===== src/hdl/segi_pkg.sv =====
// Shared constants and types for the segment intersection test.
package segi_pkg;

   // Default coordinate width: signed fixed point with 12 integer, 4 fraction bits.
   localparam int COORD_BITS_DEFAULT = 16;

   // Number of orientation tests per segment pair.
   localparam int NUM_ORIENT = 4;

   // Orientation of a point triple, taken from the sign of a cross product.
   typedef enum logic [1:0] {
      ORIENT_COLLINEAR = 2'd0,
      ORIENT_POSITIVE  = 2'd1,
      ORIENT_NEGATIVE  = 2'd2
   } orient_type;

   // Per-stage handshake control handed from the top level to a stage.
   typedef struct packed {
      logic load;
   } stage_ctl_type;

endpackage


===== src/hdl/segi_front.sv =====
// First stage: coordinate differences for the cross products and bounding-box checks.
module segi_front #(
   parameter int COORD_BITS = segi_pkg::COORD_BITS_DEFAULT,
   localparam int DW = COORD_BITS + 1
) (
   input  logic                           clock,
   input  segi_pkg::stage_ctl_type        ctl,
   input  logic signed [COORD_BITS-1:0]   a_start_x,
   input  logic signed [COORD_BITS-1:0]   a_start_y,
   input  logic signed [COORD_BITS-1:0]   a_end_x,
   input  logic signed [COORD_BITS-1:0]   a_end_y,
   input  logic signed [COORD_BITS-1:0]   b_start_x,
   input  logic signed [COORD_BITS-1:0]   b_start_y,
   input  logic signed [COORD_BITS-1:0]   b_end_x,
   input  logic signed [COORD_BITS-1:0]   b_end_y,
   output logic signed [DW-1:0]           a_ff [segi_pkg::NUM_ORIENT],
   output logic signed [DW-1:0]           b_ff [segi_pkg::NUM_ORIENT],
   output logic signed [DW-1:0]           c_ff [segi_pkg::NUM_ORIENT],
   output logic signed [DW-1:0]           d_ff [segi_pkg::NUM_ORIENT],
   output logic [segi_pkg::NUM_ORIENT-1:0] box_ff
);

   logic signed [DW-1:0] a_in [segi_pkg::NUM_ORIENT];
   logic signed [DW-1:0] b_in [segi_pkg::NUM_ORIENT];
   logic signed [DW-1:0] c_in [segi_pkg::NUM_ORIENT];
   logic signed [DW-1:0] d_in [segi_pkg::NUM_ORIENT];
   logic [segi_pkg::NUM_ORIENT-1:0] box_in;

   function automatic logic signed [DW-1:0] diff(
      input logic signed [COORD_BITS-1:0] hi,
      input logic signed [COORD_BITS-1:0] lo
   );
      diff = $signed({hi[COORD_BITS-1], hi}) - $signed({lo[COORD_BITS-1], lo});
   endfunction

   // True when q lies between p and r on one axis, ends included, in either order.
   function automatic logic between(
      input logic signed [COORD_BITS-1:0] p,
      input logic signed [COORD_BITS-1:0] q,
      input logic signed [COORD_BITS-1:0] r
   );
      between = ((p <= q) && (q <= r)) || ((r <= q) && (q <= p));
   endfunction

   // Cross product of orientation (p, q, r) is a*b - c*d with
   // a = qy-py, b = rx-qx, c = qx-px, d = ry-qy.
   always_comb begin
      a_in[0] = diff(a_end_y, a_start_y);
      b_in[0] = diff(b_start_x, a_end_x);
      c_in[0] = diff(a_end_x, a_start_x);
      d_in[0] = diff(b_start_y, a_end_y);

      a_in[1] = diff(a_end_y, a_start_y);
      b_in[1] = diff(b_end_x, a_end_x);
      c_in[1] = diff(a_end_x, a_start_x);
      d_in[1] = diff(b_end_y, a_end_y);

      a_in[2] = diff(b_end_y, b_start_y);
      b_in[2] = diff(a_start_x, b_end_x);
      c_in[2] = diff(b_end_x, b_start_x);
      d_in[2] = diff(a_start_y, b_end_y);

      a_in[3] = diff(b_end_y, b_start_y);
      b_in[3] = diff(a_end_x, b_end_x);
      c_in[3] = diff(b_end_x, b_start_x);
      d_in[3] = diff(a_end_y, b_end_y);

      box_in[0] = between(a_start_x, b_start_x, a_end_x)
                  && between(a_start_y, b_start_y, a_end_y);
      box_in[1] = between(a_start_x, b_end_x, a_end_x)
                  && between(a_start_y, b_end_y, a_end_y);
      box_in[2] = between(b_start_x, a_start_x, b_end_x)
                  && between(b_start_y, a_start_y, b_end_y);
      box_in[3] = between(b_start_x, a_end_x, b_end_x)
                  && between(b_start_y, a_end_y, b_end_y);
   end

   always_ff @(posedge clock) begin
      if (ctl.load) begin
         a_ff   <= a_in;
         b_ff   <= b_in;
         c_ff   <= c_in;
         d_ff   <= d_in;
         box_ff <= box_in;
      end
   end

endmodule


===== config.mk =====
export PLATFORM = sky130hd
export DESIGN_NAME = segi_front
export DESIGN_NICKNAME = d
export VERILOG_FILES = /design/src/hdl/segi_pkg.sv /design/src/hdl/segi_front.sv
export SDC_FILE = /design/constraint.sdc
export NUM_CORES = 1
export LEC_CHECK = 0
export BUFFER_PORTS_ARGS = -buffer_cell sky130_fd_sc_hd__buf_2
export CAP_MARGIN = 20
export CORE_ASPECT_RATIO = 0.5
export CORE_MARGIN = 8
export CORE_UTILIZATION = 45
export CTS_BUF_LIST = sky130_fd_sc_hd__clkbuf_4
export DETAILED_ROUTE_END_ITERATION = 7
export PLACE_DENSITY = 0.71
export SLEW_MARGIN = 15
export SYNTH_ARGS = -nofsm -noshare
export SYNTH_HDL_FRONTEND = slang
export SYNTH_SLANG_ARGS = --single-unit

===== constraint.sdc =====
create_clock -name clock -period 2.35 [get_ports clock]
set_clock_uncertainty 0.1 [all_clocks]
set_input_delay 0.1175 -clock clock [delete_from_list [all_inputs] [get_ports clock]]
set_output_delay 0.1175 -clock clock [all_outputs]
set_load 0.03 [all_outputs]

==> results.toml, run 1 <==
[setup_path]
critPathLaunchType = "input pin"
path_class = "input pin to flip-flop"
critPathMaxStageDelay_ns = 0.59
cp_top_family = "simple AND/OR/NAND/NOR gates"
crit_chain = "dlygate4sd3_1 -> buf_2 -> ha_1 -> nand4_2 -> or4_4 -> o21a_2 -> nand2_1 -> o21ai_1 -> a21oi_2 -> buf_6 -> nor2_1 -> nor4_2"
crit_fanout = 3
cp.buffers_inverters = 3
arrival_ns = 2.88
crit_required_ns = 2.82
crit_path_end_kind = "flip-flop"
crit_cells = 12
slowest_stage = "or4_4"

[timing]
period_needed_ns = 2.41
rsz0062_at_grt = "yes"
worst_pin_slew_ns = 0.666
fin_ws_ns = -0.0623
finalSetupTns_ns = -0.163
max-slew-margin-rel_pct = 55.1
finalCritPeriodShare_pct = 103
drv_slew = 0
hold_viol_final = 0
setup-violations-final = 5
fmax_ghz = 0.415

[synthesis]
ys_warn_count = 0
ys.flop_type = "edfxtp_1"
synth_cell_types = 77
mappedNetlistArea_sq_um = 17100
netlist_instances = 1742
yosysTopAreaCellShare_pct = 36.3
synth_edf_count = 206
yosys-top-cells-count = "232 x ha_1, 206 x edfxtp_1, 192 x inv_1"
synth_fp_nets = 2116
yosysTopAreaCell = "edfxtp_1"
syn_avg_cell_area_sq_um = 9.80
ys_ff_latch = 206
ys_async_sr_fraction_pct = 0
yosysMostFrequentCell = "ha_1"
yosys-top-cells-area = "edfxtp_1 36%, ha_1 17%, xnor2_1 6.2%, a21oi_1 4.5%, inv_1 4.2%"
seq_area_frac_synth_pct = 36.3

[routing]
avgRoutedWirePerCell_microns = 20.1
wl_microns = 65000
via_per_inst = 5.33
postRouteAntennaNets = 0
drc = 0
drt_first_pass_iters = 6
drt-initial-drc-count = 1300
via_count = 17211

[cts]
cts_buffer_depth = 3
cts_buffers = 50
htreeDepth = 2
clkTransAtPathRegs_ns = 0.06
numClockSinks = 206
cts_tree = "done"
root_buffer = "clkbuf_4"

[cells_and_area]
area_growth_syn_to_layout_pct = 49.0
num-nets-final = 3065
drive_above_1_share_pct = 37.1

[power_and_ir_drop]
total_power_mw = 15.5
ir_drop_v = 0.000329
total_leakage_power_nw = 12.1
p_per_area_nw_per_um2 = 610

[floorplanning]
rows = 50
die_h_microns = 154
die_x_microns = 291
start_util_pct = 45.6
core_sq_um = 37400
io-pin-count = 406
die_area_sq_um = 44800

[global_routing]
antenna_found_initial = 6
overflow = 0
grt_max_degree = 56
first_global_vias = 17440
gr-usage-all-layers_pct = 26.8
grt_pass1_wl_microns = 95800

[placed_design]
place_congestion = 0.957
dp_hpwl_microns = 49300
numPortBuffers = 405

[flow_run]
drv_cap = 0

[hold_path]
holdPathStages = 6
hold_class = "input pin to flip-flop"

[outcome]
violations = "negative setup slack"
status = "complete, but fails checks"
-- worst min-delay path, delay by kind of cell --
kind | cells | cell delay (ns)
xor gates and xnor gates | 1 | 0.13
AOI/OAI and AO/OA | 2 | 0.13
adders and majority gates | 1 | 0.15
buffers and inverters | 2 | 0.19
-- per-layer routing --
| metal | wire length (microns) | global-route usage [%] |
|---|---|---|
| met5 | 0 | 0 |
| met4 | 3020 | 11.5 |
| met3 | 3660 | 3.88 |
| met2 | 33200 | 49.0 |
| met1 | 25100 | 31.2 |
-- state kept, by name (all words and copies together) (netlist names) --
register	count
b_ff	67
d_ff	67
a_ff	34
c_ff	34
box_ff	4
-- cell type report --
type / count / area, sq um
antenna: 6 / 15.0
inverter: 192 / 721
clock inverter: 18 / 121
timing repair buffer: 993 / 7030
sequential: 206 / 6190
multi-input combinational: 1248 / 10200
clock buffer: 70 / 526
fill: 2736 / 12000
tap: 494 / 618
-- where the power goes --
group	internal (mW)	leakage (nW)	switching, mW
Sequential	4.83	2.02	0.238
Combinational	2.93	9.68	4.30
Clock	1.59	0.383	1.63
Total	9.35	12.1	6.17
-- worst paths after layout --
kind | to | startpoint
min | d_ff[37] | b_end_y[1]
max | box_ff[1] | b_end_y[8]
-- per-stage QoR --
step	util [%]	worst slack (ns)	cell area (sq um)	hold slack, ns	std cells
after floorplan	-	-0.00169	17100	0.130	1742
after CTS	65.9	0.00239	24700	0.000656	3216
after global placement	58.8	-0.326	22000	0.429	2925
after detailed placement	58.8	-0.339	22000	0.446	2925
final	68.0	-0.0623	25400	0.0125	3227
after global routing	68.0	-0.110	25400	0.00976	3227
-- cell usage in the layout, fill, tap and decap left out, types with 12 or more instances in the layout --
master,count
buf_2,396
or3_1,15
clkinv_1,13
a21oi_1,136
a21oi_2,18
nor2b_1,35
o21a_1,34
nand3_1,30
o21bai_1,17
nor3_1,33
nand2_1,76
xor2_1,33
edfxtp_1,206
o21ai_1,13
nand2b_1,19
a21o_1,44
clkbuf_4,70
o31a_1,12
nor2_1,99
o21ai_0,64
ha_4,14
nand4_1,19
buf_4,390
xnor2_1,120
o211ai_1,15
ha_1,213
dlygate4sd3_1,194
inv_1,183
-- cells by family after synthesis --
| family | Yosys count | synth area share, % |
|---|---|---|
| flops | 206 | 36.3 |
| compound gates | 469 | 18.1 |
| mux | 5 | 0.323 |
| fa+ha+maj | 244 | 18.4 |
| xor+xnor | 154 | 7.90 |
| buf+inv | 288 | 8.04 |
| simple gates | 376 | 11.0 |
-- what timing repair did --
action / CTS / global route
setup endpoints to repair: 0 / 53
hold buffers: 203 / 2
gates resized for setup: 0 / 151
hold endpoints to repair: 279 / 2
setup buffers: 0 / 11
Power figures use the tool's default switching activity.
==> inputs of run 2 (changes only) <==
--- a/config.mk
+++ b/config.mk
@@ -12,7 +12,8 @@
 export CORE_UTILIZATION = 45
 export CTS_BUF_LIST = sky130_fd_sc_hd__clkbuf_4
 export DETAILED_ROUTE_END_ITERATION = 7
-export PLACE_DENSITY = 0.71
+export HOLD_SLACK_MARGIN = 0.02
+export PLACE_DENSITY = 0.69
 export SLEW_MARGIN = 15
 export SYNTH_ARGS = -nofsm -noshare
 export SYNTH_HDL_FRONTEND = slang
==> constraint.sdc (replaced) <==
create_clock -name clock -period 2.7 [get_ports clock]
set_clock_uncertainty 0.1 [all_clocks]
set_input_delay 0.135 -clock clock [delete_from_list [all_inputs] [get_ports clock]]
set_output_delay 0.135 -clock clock [all_outputs]
set_load 0.03 [all_outputs]
==> run 2 against run 1 <==
Against the previous run:
- the flow now finishes without violations
- first-iteration DRC count down 24%
- utilization down 6.5 points
- global-route usage down 0.98 points
- hold slack better by 0.043 ns
- non-clock buffer count down 236
- via count down 6.9%
- worst setup slack better by 0.099 ns
- critical path depth up 1
- combinational power down 21%
- critical endpoint is now a_ff[67]
- largest cell class unchanged
- largest power group unchanged
==> results.toml, run 2 (synthesized netlist as in run 1, its figures left out) <==
[outcome]
status = "finished, final reports clean"

[setup_path]
path_class = "input pin to flip-flop"
critPathMaxStageDelay_ns = 0.56
crit_fanout = 4
critPathLaunchType = "input pin"
slowest_stage = "dlygate4sd3_1"
crit_chain = "dlygate4sd3_1 -> buf_2 -> buf_4 -> ha_1 -> nor2b_2 -> o31a_1 -> o41ai_4 -> o21ai_2 -> o41ai_2 -> buf_4 -> o21ai_2 -> a211oi_1 -> mux2_2"
crit_required_ns = 3.19
arrival_ns = 3.15
crit_path_end_kind = "flip-flop"

[routing]
wl_microns = 60600
via_per_inst = 5.35
avgRoutedWirePerCell_microns = 20.2
via_count = 16028
postRouteAntennaNets = 0
drt_first_pass_iters = 5
drc = 0
drt-initial-drc-count = 988

[cts]
cts_buffer_depth = 3
cts_tree = "done"
clkTransAtPathRegs_ns = 0.07
htreeDepth = 2
numClockSinks = 206
root_buffer = "clkbuf_4"
cts_buffers = 50

[cells_and_area]
layout_common_cells = "404 x buf_2, 231 x ha_1, 209 x dlygate4sd3_1"
fill_cells = 3175
drive_above_1_share_pct = 26.7
multi_input_area_sq_um = 9620
final-seq-area_sq_um = 6190
num-nets-final = 2829
final_core_util_pct = 61.4
final_common_cell = "buf_2"
stdcell_count = 2994
area_growth_syn_to_layout_pct = 34.7
reg.largest.list = "b_ff x67, d_ff x67"

[flow_run]
drv_cap = 0

[timing]
fin_hold_ws_ns = 0.0555
max-slew-margin-rel_pct = 61.1
setup-violations-final = 0
drv_slew = 0
finalSetupTns_ns = 0
hold_viol_final = 0
period_needed_ns = 2.66
worst_pin_slew_ns = 0.569
fmax_ghz = 0.376
rsz0062_at_grt = "yes"
finalCritPeriodShare_pct = 98.6

[power_and_ir_drop]
total_power_mw = 12.6
total_leakage_power_nw = 10.7
p_per_area_nw_per_um2 = 550
ir_drop_v = 0.000325

[floorplanning]
rows = 50
start_util_pct = 45.6
die_area_sq_um = 44800
die_x_microns = 291
die_h_microns = 154
core_sq_um = 37400
io-pin-count = 406

[global_routing]
grt_max_degree = 60
gr-usage-all-layers_pct = 25.8
first_global_vias = 16630
overflow = 0
grt_pass1_wl_microns = 92300
antenna_found_initial = 9

[placed_design]
dp_hpwl_microns = 48000
numPortBuffers = 405
dp.cells = 2686
place_congestion = 0.974

[hold_path]
hold_class = "input pin to flip-flop"
holdPathStages = 5
run 2: what timing repair did:
item	CTS	global route
setup endpoints to repair	0	9
hold buffers	209	0
buffers inserted	0	2
hold endpoints to repair	244	0
gates resized for setup	0	21
run 2: final cells by class:
cell class / count / share of cell area [%]
inverter: 192 / 3.14
antenna: 8 / 0.0871
timing repair buffer: 757 / 22.8
clock buffer: 65 / 2.12
sequential: 206 / 26.9
multi-input combinational: 1248 / 41.8
clock inverter: 24 / 0.441
tap: 494 / 2.69
run 2: report_power, final:
part	switching (mW)	internal [mW]	leakage (nW)
sequential	0.208	4.20	2.02
clock	1.42	1.13	0.352
combinational	3.53	2.16	8.38
run 2: critical path, delay by kind of cell:
kind,cells,cell delay [ns]
AND/OR/NAND/NOR,1,0.18
buffers and inverters,4,1.03
multiplexers,1,0.18
AO/OA/AOI/OAI,6,1.32
adder cells (fa/ha/maj),1,0.31
run 2: stage by stage:
step / area (sq um) / setup slack, ns
6_report: 23000 / 0.0372
5_1_grt: 23000 / -0.0246
4_1_cts: 22800 / 0.0793
3_5_place_dp: 20200 / -0.0877
3_3_place_gp: 20200 / -0.102
2_1_floorplan: 17100 / 0.302
run 2: path summary, 6_finish.rpt:
check                   from        to  slack [ns]
hold / removal    a_end_x[4]  c_ff[38]        0.06
setup / recovery  a_end_y[2]  a_ff[67]        0.04
run 2: layer usage:
metal / track usage, % / up-vias / part of all wire [%]
met4: 9.92 / 2 / 3.9
li1: - / 7684 / -
met1: 30.7 / 7635 / 41
met2: 46.9 / 544 / 51
met5: 0 / - / 0.021
met3: 3.85 / 163 / 4.8
==> inputs of run 3 (changes only) <==
--- a/config.mk
+++ b/config.mk
@@ -10,7 +10,6 @@
 export CORE_ASPECT_RATIO = 0.5
 export CORE_MARGIN = 8
 export CORE_UTILIZATION = 45
-export CTS_BUF_LIST = sky130_fd_sc_hd__clkbuf_4
 export DETAILED_ROUTE_END_ITERATION = 7
 export HOLD_SLACK_MARGIN = 0.02
 export PLACE_DENSITY = 0.69
==> run 3 against run 2 <==
Against the previous run:
- the flow now finishes with violations (negative hold slack)
- power grew 3.5%
- final cell count is 7.4% lower
- critical endpoint is now box_ff[3]
- combinational power fell by 6.0%
==> results.toml, run 3 (synthesized netlist as in run 1, its figures left out) <==
[hold_path]
hp-start = "b_start_y[6]"
hold_class = "input pin to flip-flop"

[setup_path]
arrival_ns = 2.89
path_class = "input pin to flip-flop"
critPathLaunchType = "input pin"
critPathMaxStageDelay_ns = 0.58
crit_required_ns = 2.97
crit_start = "b_end_x[9]"
path_common_cell = "a211oi_2"
crit_path_end_kind = "flip-flop"
crit_fanout = 4
slowest_stage = "dlygate4sd3_1"
cp_top_family = "compound AO/OA/AOI/OAI gates"
cp.buffers_inverters = 3
crit_chain = "dlygate4sd3_1 -> buf_4 -> inv_1 -> ha_1 -> a211oi_2 -> o21bai_1 -> a21o_1 -> a211oi_2 -> or3b_4 -> a31oi_4 -> mux2i_1 -> a211oi_1"

[floorplanning]
die_area_sq_um = 44800
core_sq_um = 37400
io-pin-count = 406
rows = 50
die_h_microns = 154
die_x_microns = 291
start_util_pct = 45.6

[global_routing]
grt_max_degree = 60
gr-usage-all-layers_pct = 24.3
antenna_found_initial = 11
overflow = 0
first_global_vias = 14950
grt_pass1_wl_microns = 86400

[cells_and_area]
layout_common_cells = "401 x buf_2, 225 x ha_1, 206 x edfxtp_1"
final_common_cell = "buf_2"
area_growth_syn_to_layout_pct = 26.7
reg.largest.list = "b_ff x67, d_ff x67"
num-nets-final = 2625
drive_above_1_share_pct = 29.1
final-seq-area_sq_um = 6190
fill_cells = 3334
multi_input_area_sq_um = 9820

[timing]
finalCritPeriodShare_pct = 96.9
setup-violations-final = 0
max-slew-margin-rel_pct = 60.8
fmax_ghz = 0.382
fin_ws_ns = 0.0827
period_needed_ns = 2.62
finalSetupTns_ns = 0
worst_pin_slew_ns = 0.573
fin_hold_ws_ns = -0.000458
hold_viol_final = 1
drv_slew = 0

[routing]
via_count = 14815
drt-initial-drc-count = 950
postRouteAntennaNets = 0
wl_microns = 57500
drc = 0
drt_first_pass_iters = 5
avgRoutedWirePerCell_microns = 20.8
via_per_inst = 5.35

[placed_design]
place_congestion = 0.974
place_ws_ns = -0.0877
dp_hpwl_microns = 48000
numPortBuffers = 405

[cts]
htreeDepth = 1
cts_buffer_depth = 3
numClockSinks = 206
cts_buffers = 22
root_buffer = "clkbuf_16"
clkTransAtPathRegs_ns = 0.06
cts_tree = "done"

[flow_run]
drv_cap = 0

[power_and_ir_drop]
total_leakage_power_nw = 10.1
ir_drop_v = 0.000403
p_per_area_nw_per_um2 = 606

[outcome]
status = "complete, but fails checks"
violations = "negative hold slack"
==> run 3: cell types whose count changed in the layout (fill, tap and decap cells not counted), sizes merged <==
cell and change:
dlygate4sd3 -180, clkbuf -43, clkinv -12, bufinv +5, diode +4, buf +3, dlymetal6s4s +1, inv -1
==> run 3: worst paths after layout <==
check	to	cells past startpoint
worst max-delay path	box_ff[3]	12
worst min-delay path	d_ff[57]	3
==> run 3: what timing repair did <==
| action | in CTS | in global routing |
|---|---|---|
| hold buffers | 30 | 0 |
| hold endpoints to repair | 27 | 0 |
| setup endpoints to repair | 0 | 22 |
| setup buffers | 0 | 6 |
| resized for setup | 0 | 63 |
==> run 3: layer usage <==
metal	global-route usage, %	part of all wire, %	vias up
met3	3.13	4.6	73
li1	-	-	7248
met5	0	0	-
met1	30.1	42	7102
met4	6.58	2.1	0
met2	44.3	52	392
==> run 3: power breakdown <==
part / switching [mW] / internal [mW] / total [mW]
Combinational: 3.46 / 1.89 / 5.35
Sequential: 0.201 / 4.20 / 4.40
Clock: 1.38 / 1.96 / 3.34
==> run 3: area by class of cell <==
type	count	area share, %
repair buffers	581	16.1
clock buffers	22	2.55
diodes	12	0.139
flip-flops and latches	206	28.6
multi-input cells	1248	45.4
inverters	192	3.33
well taps	494	2.86
clock inverters	16	0.996
==> run 3: per-stage QoR <==
stage               utilization [%]  total power, mW  hold WS (ns)  std cells  area, sq um
floorplan                         -             8.00         0.147       1742        17100
global placement               53.9             9.61         0.452       2686        20200
detailed placement             53.9             9.64         0.466       2686        20200
CTS                            56.7             13.0        0.0211       2754        21200
global route                   57.8             13.7        0.0234       2770        21600
finish                         57.8             13.1     -0.000458       2771        21600
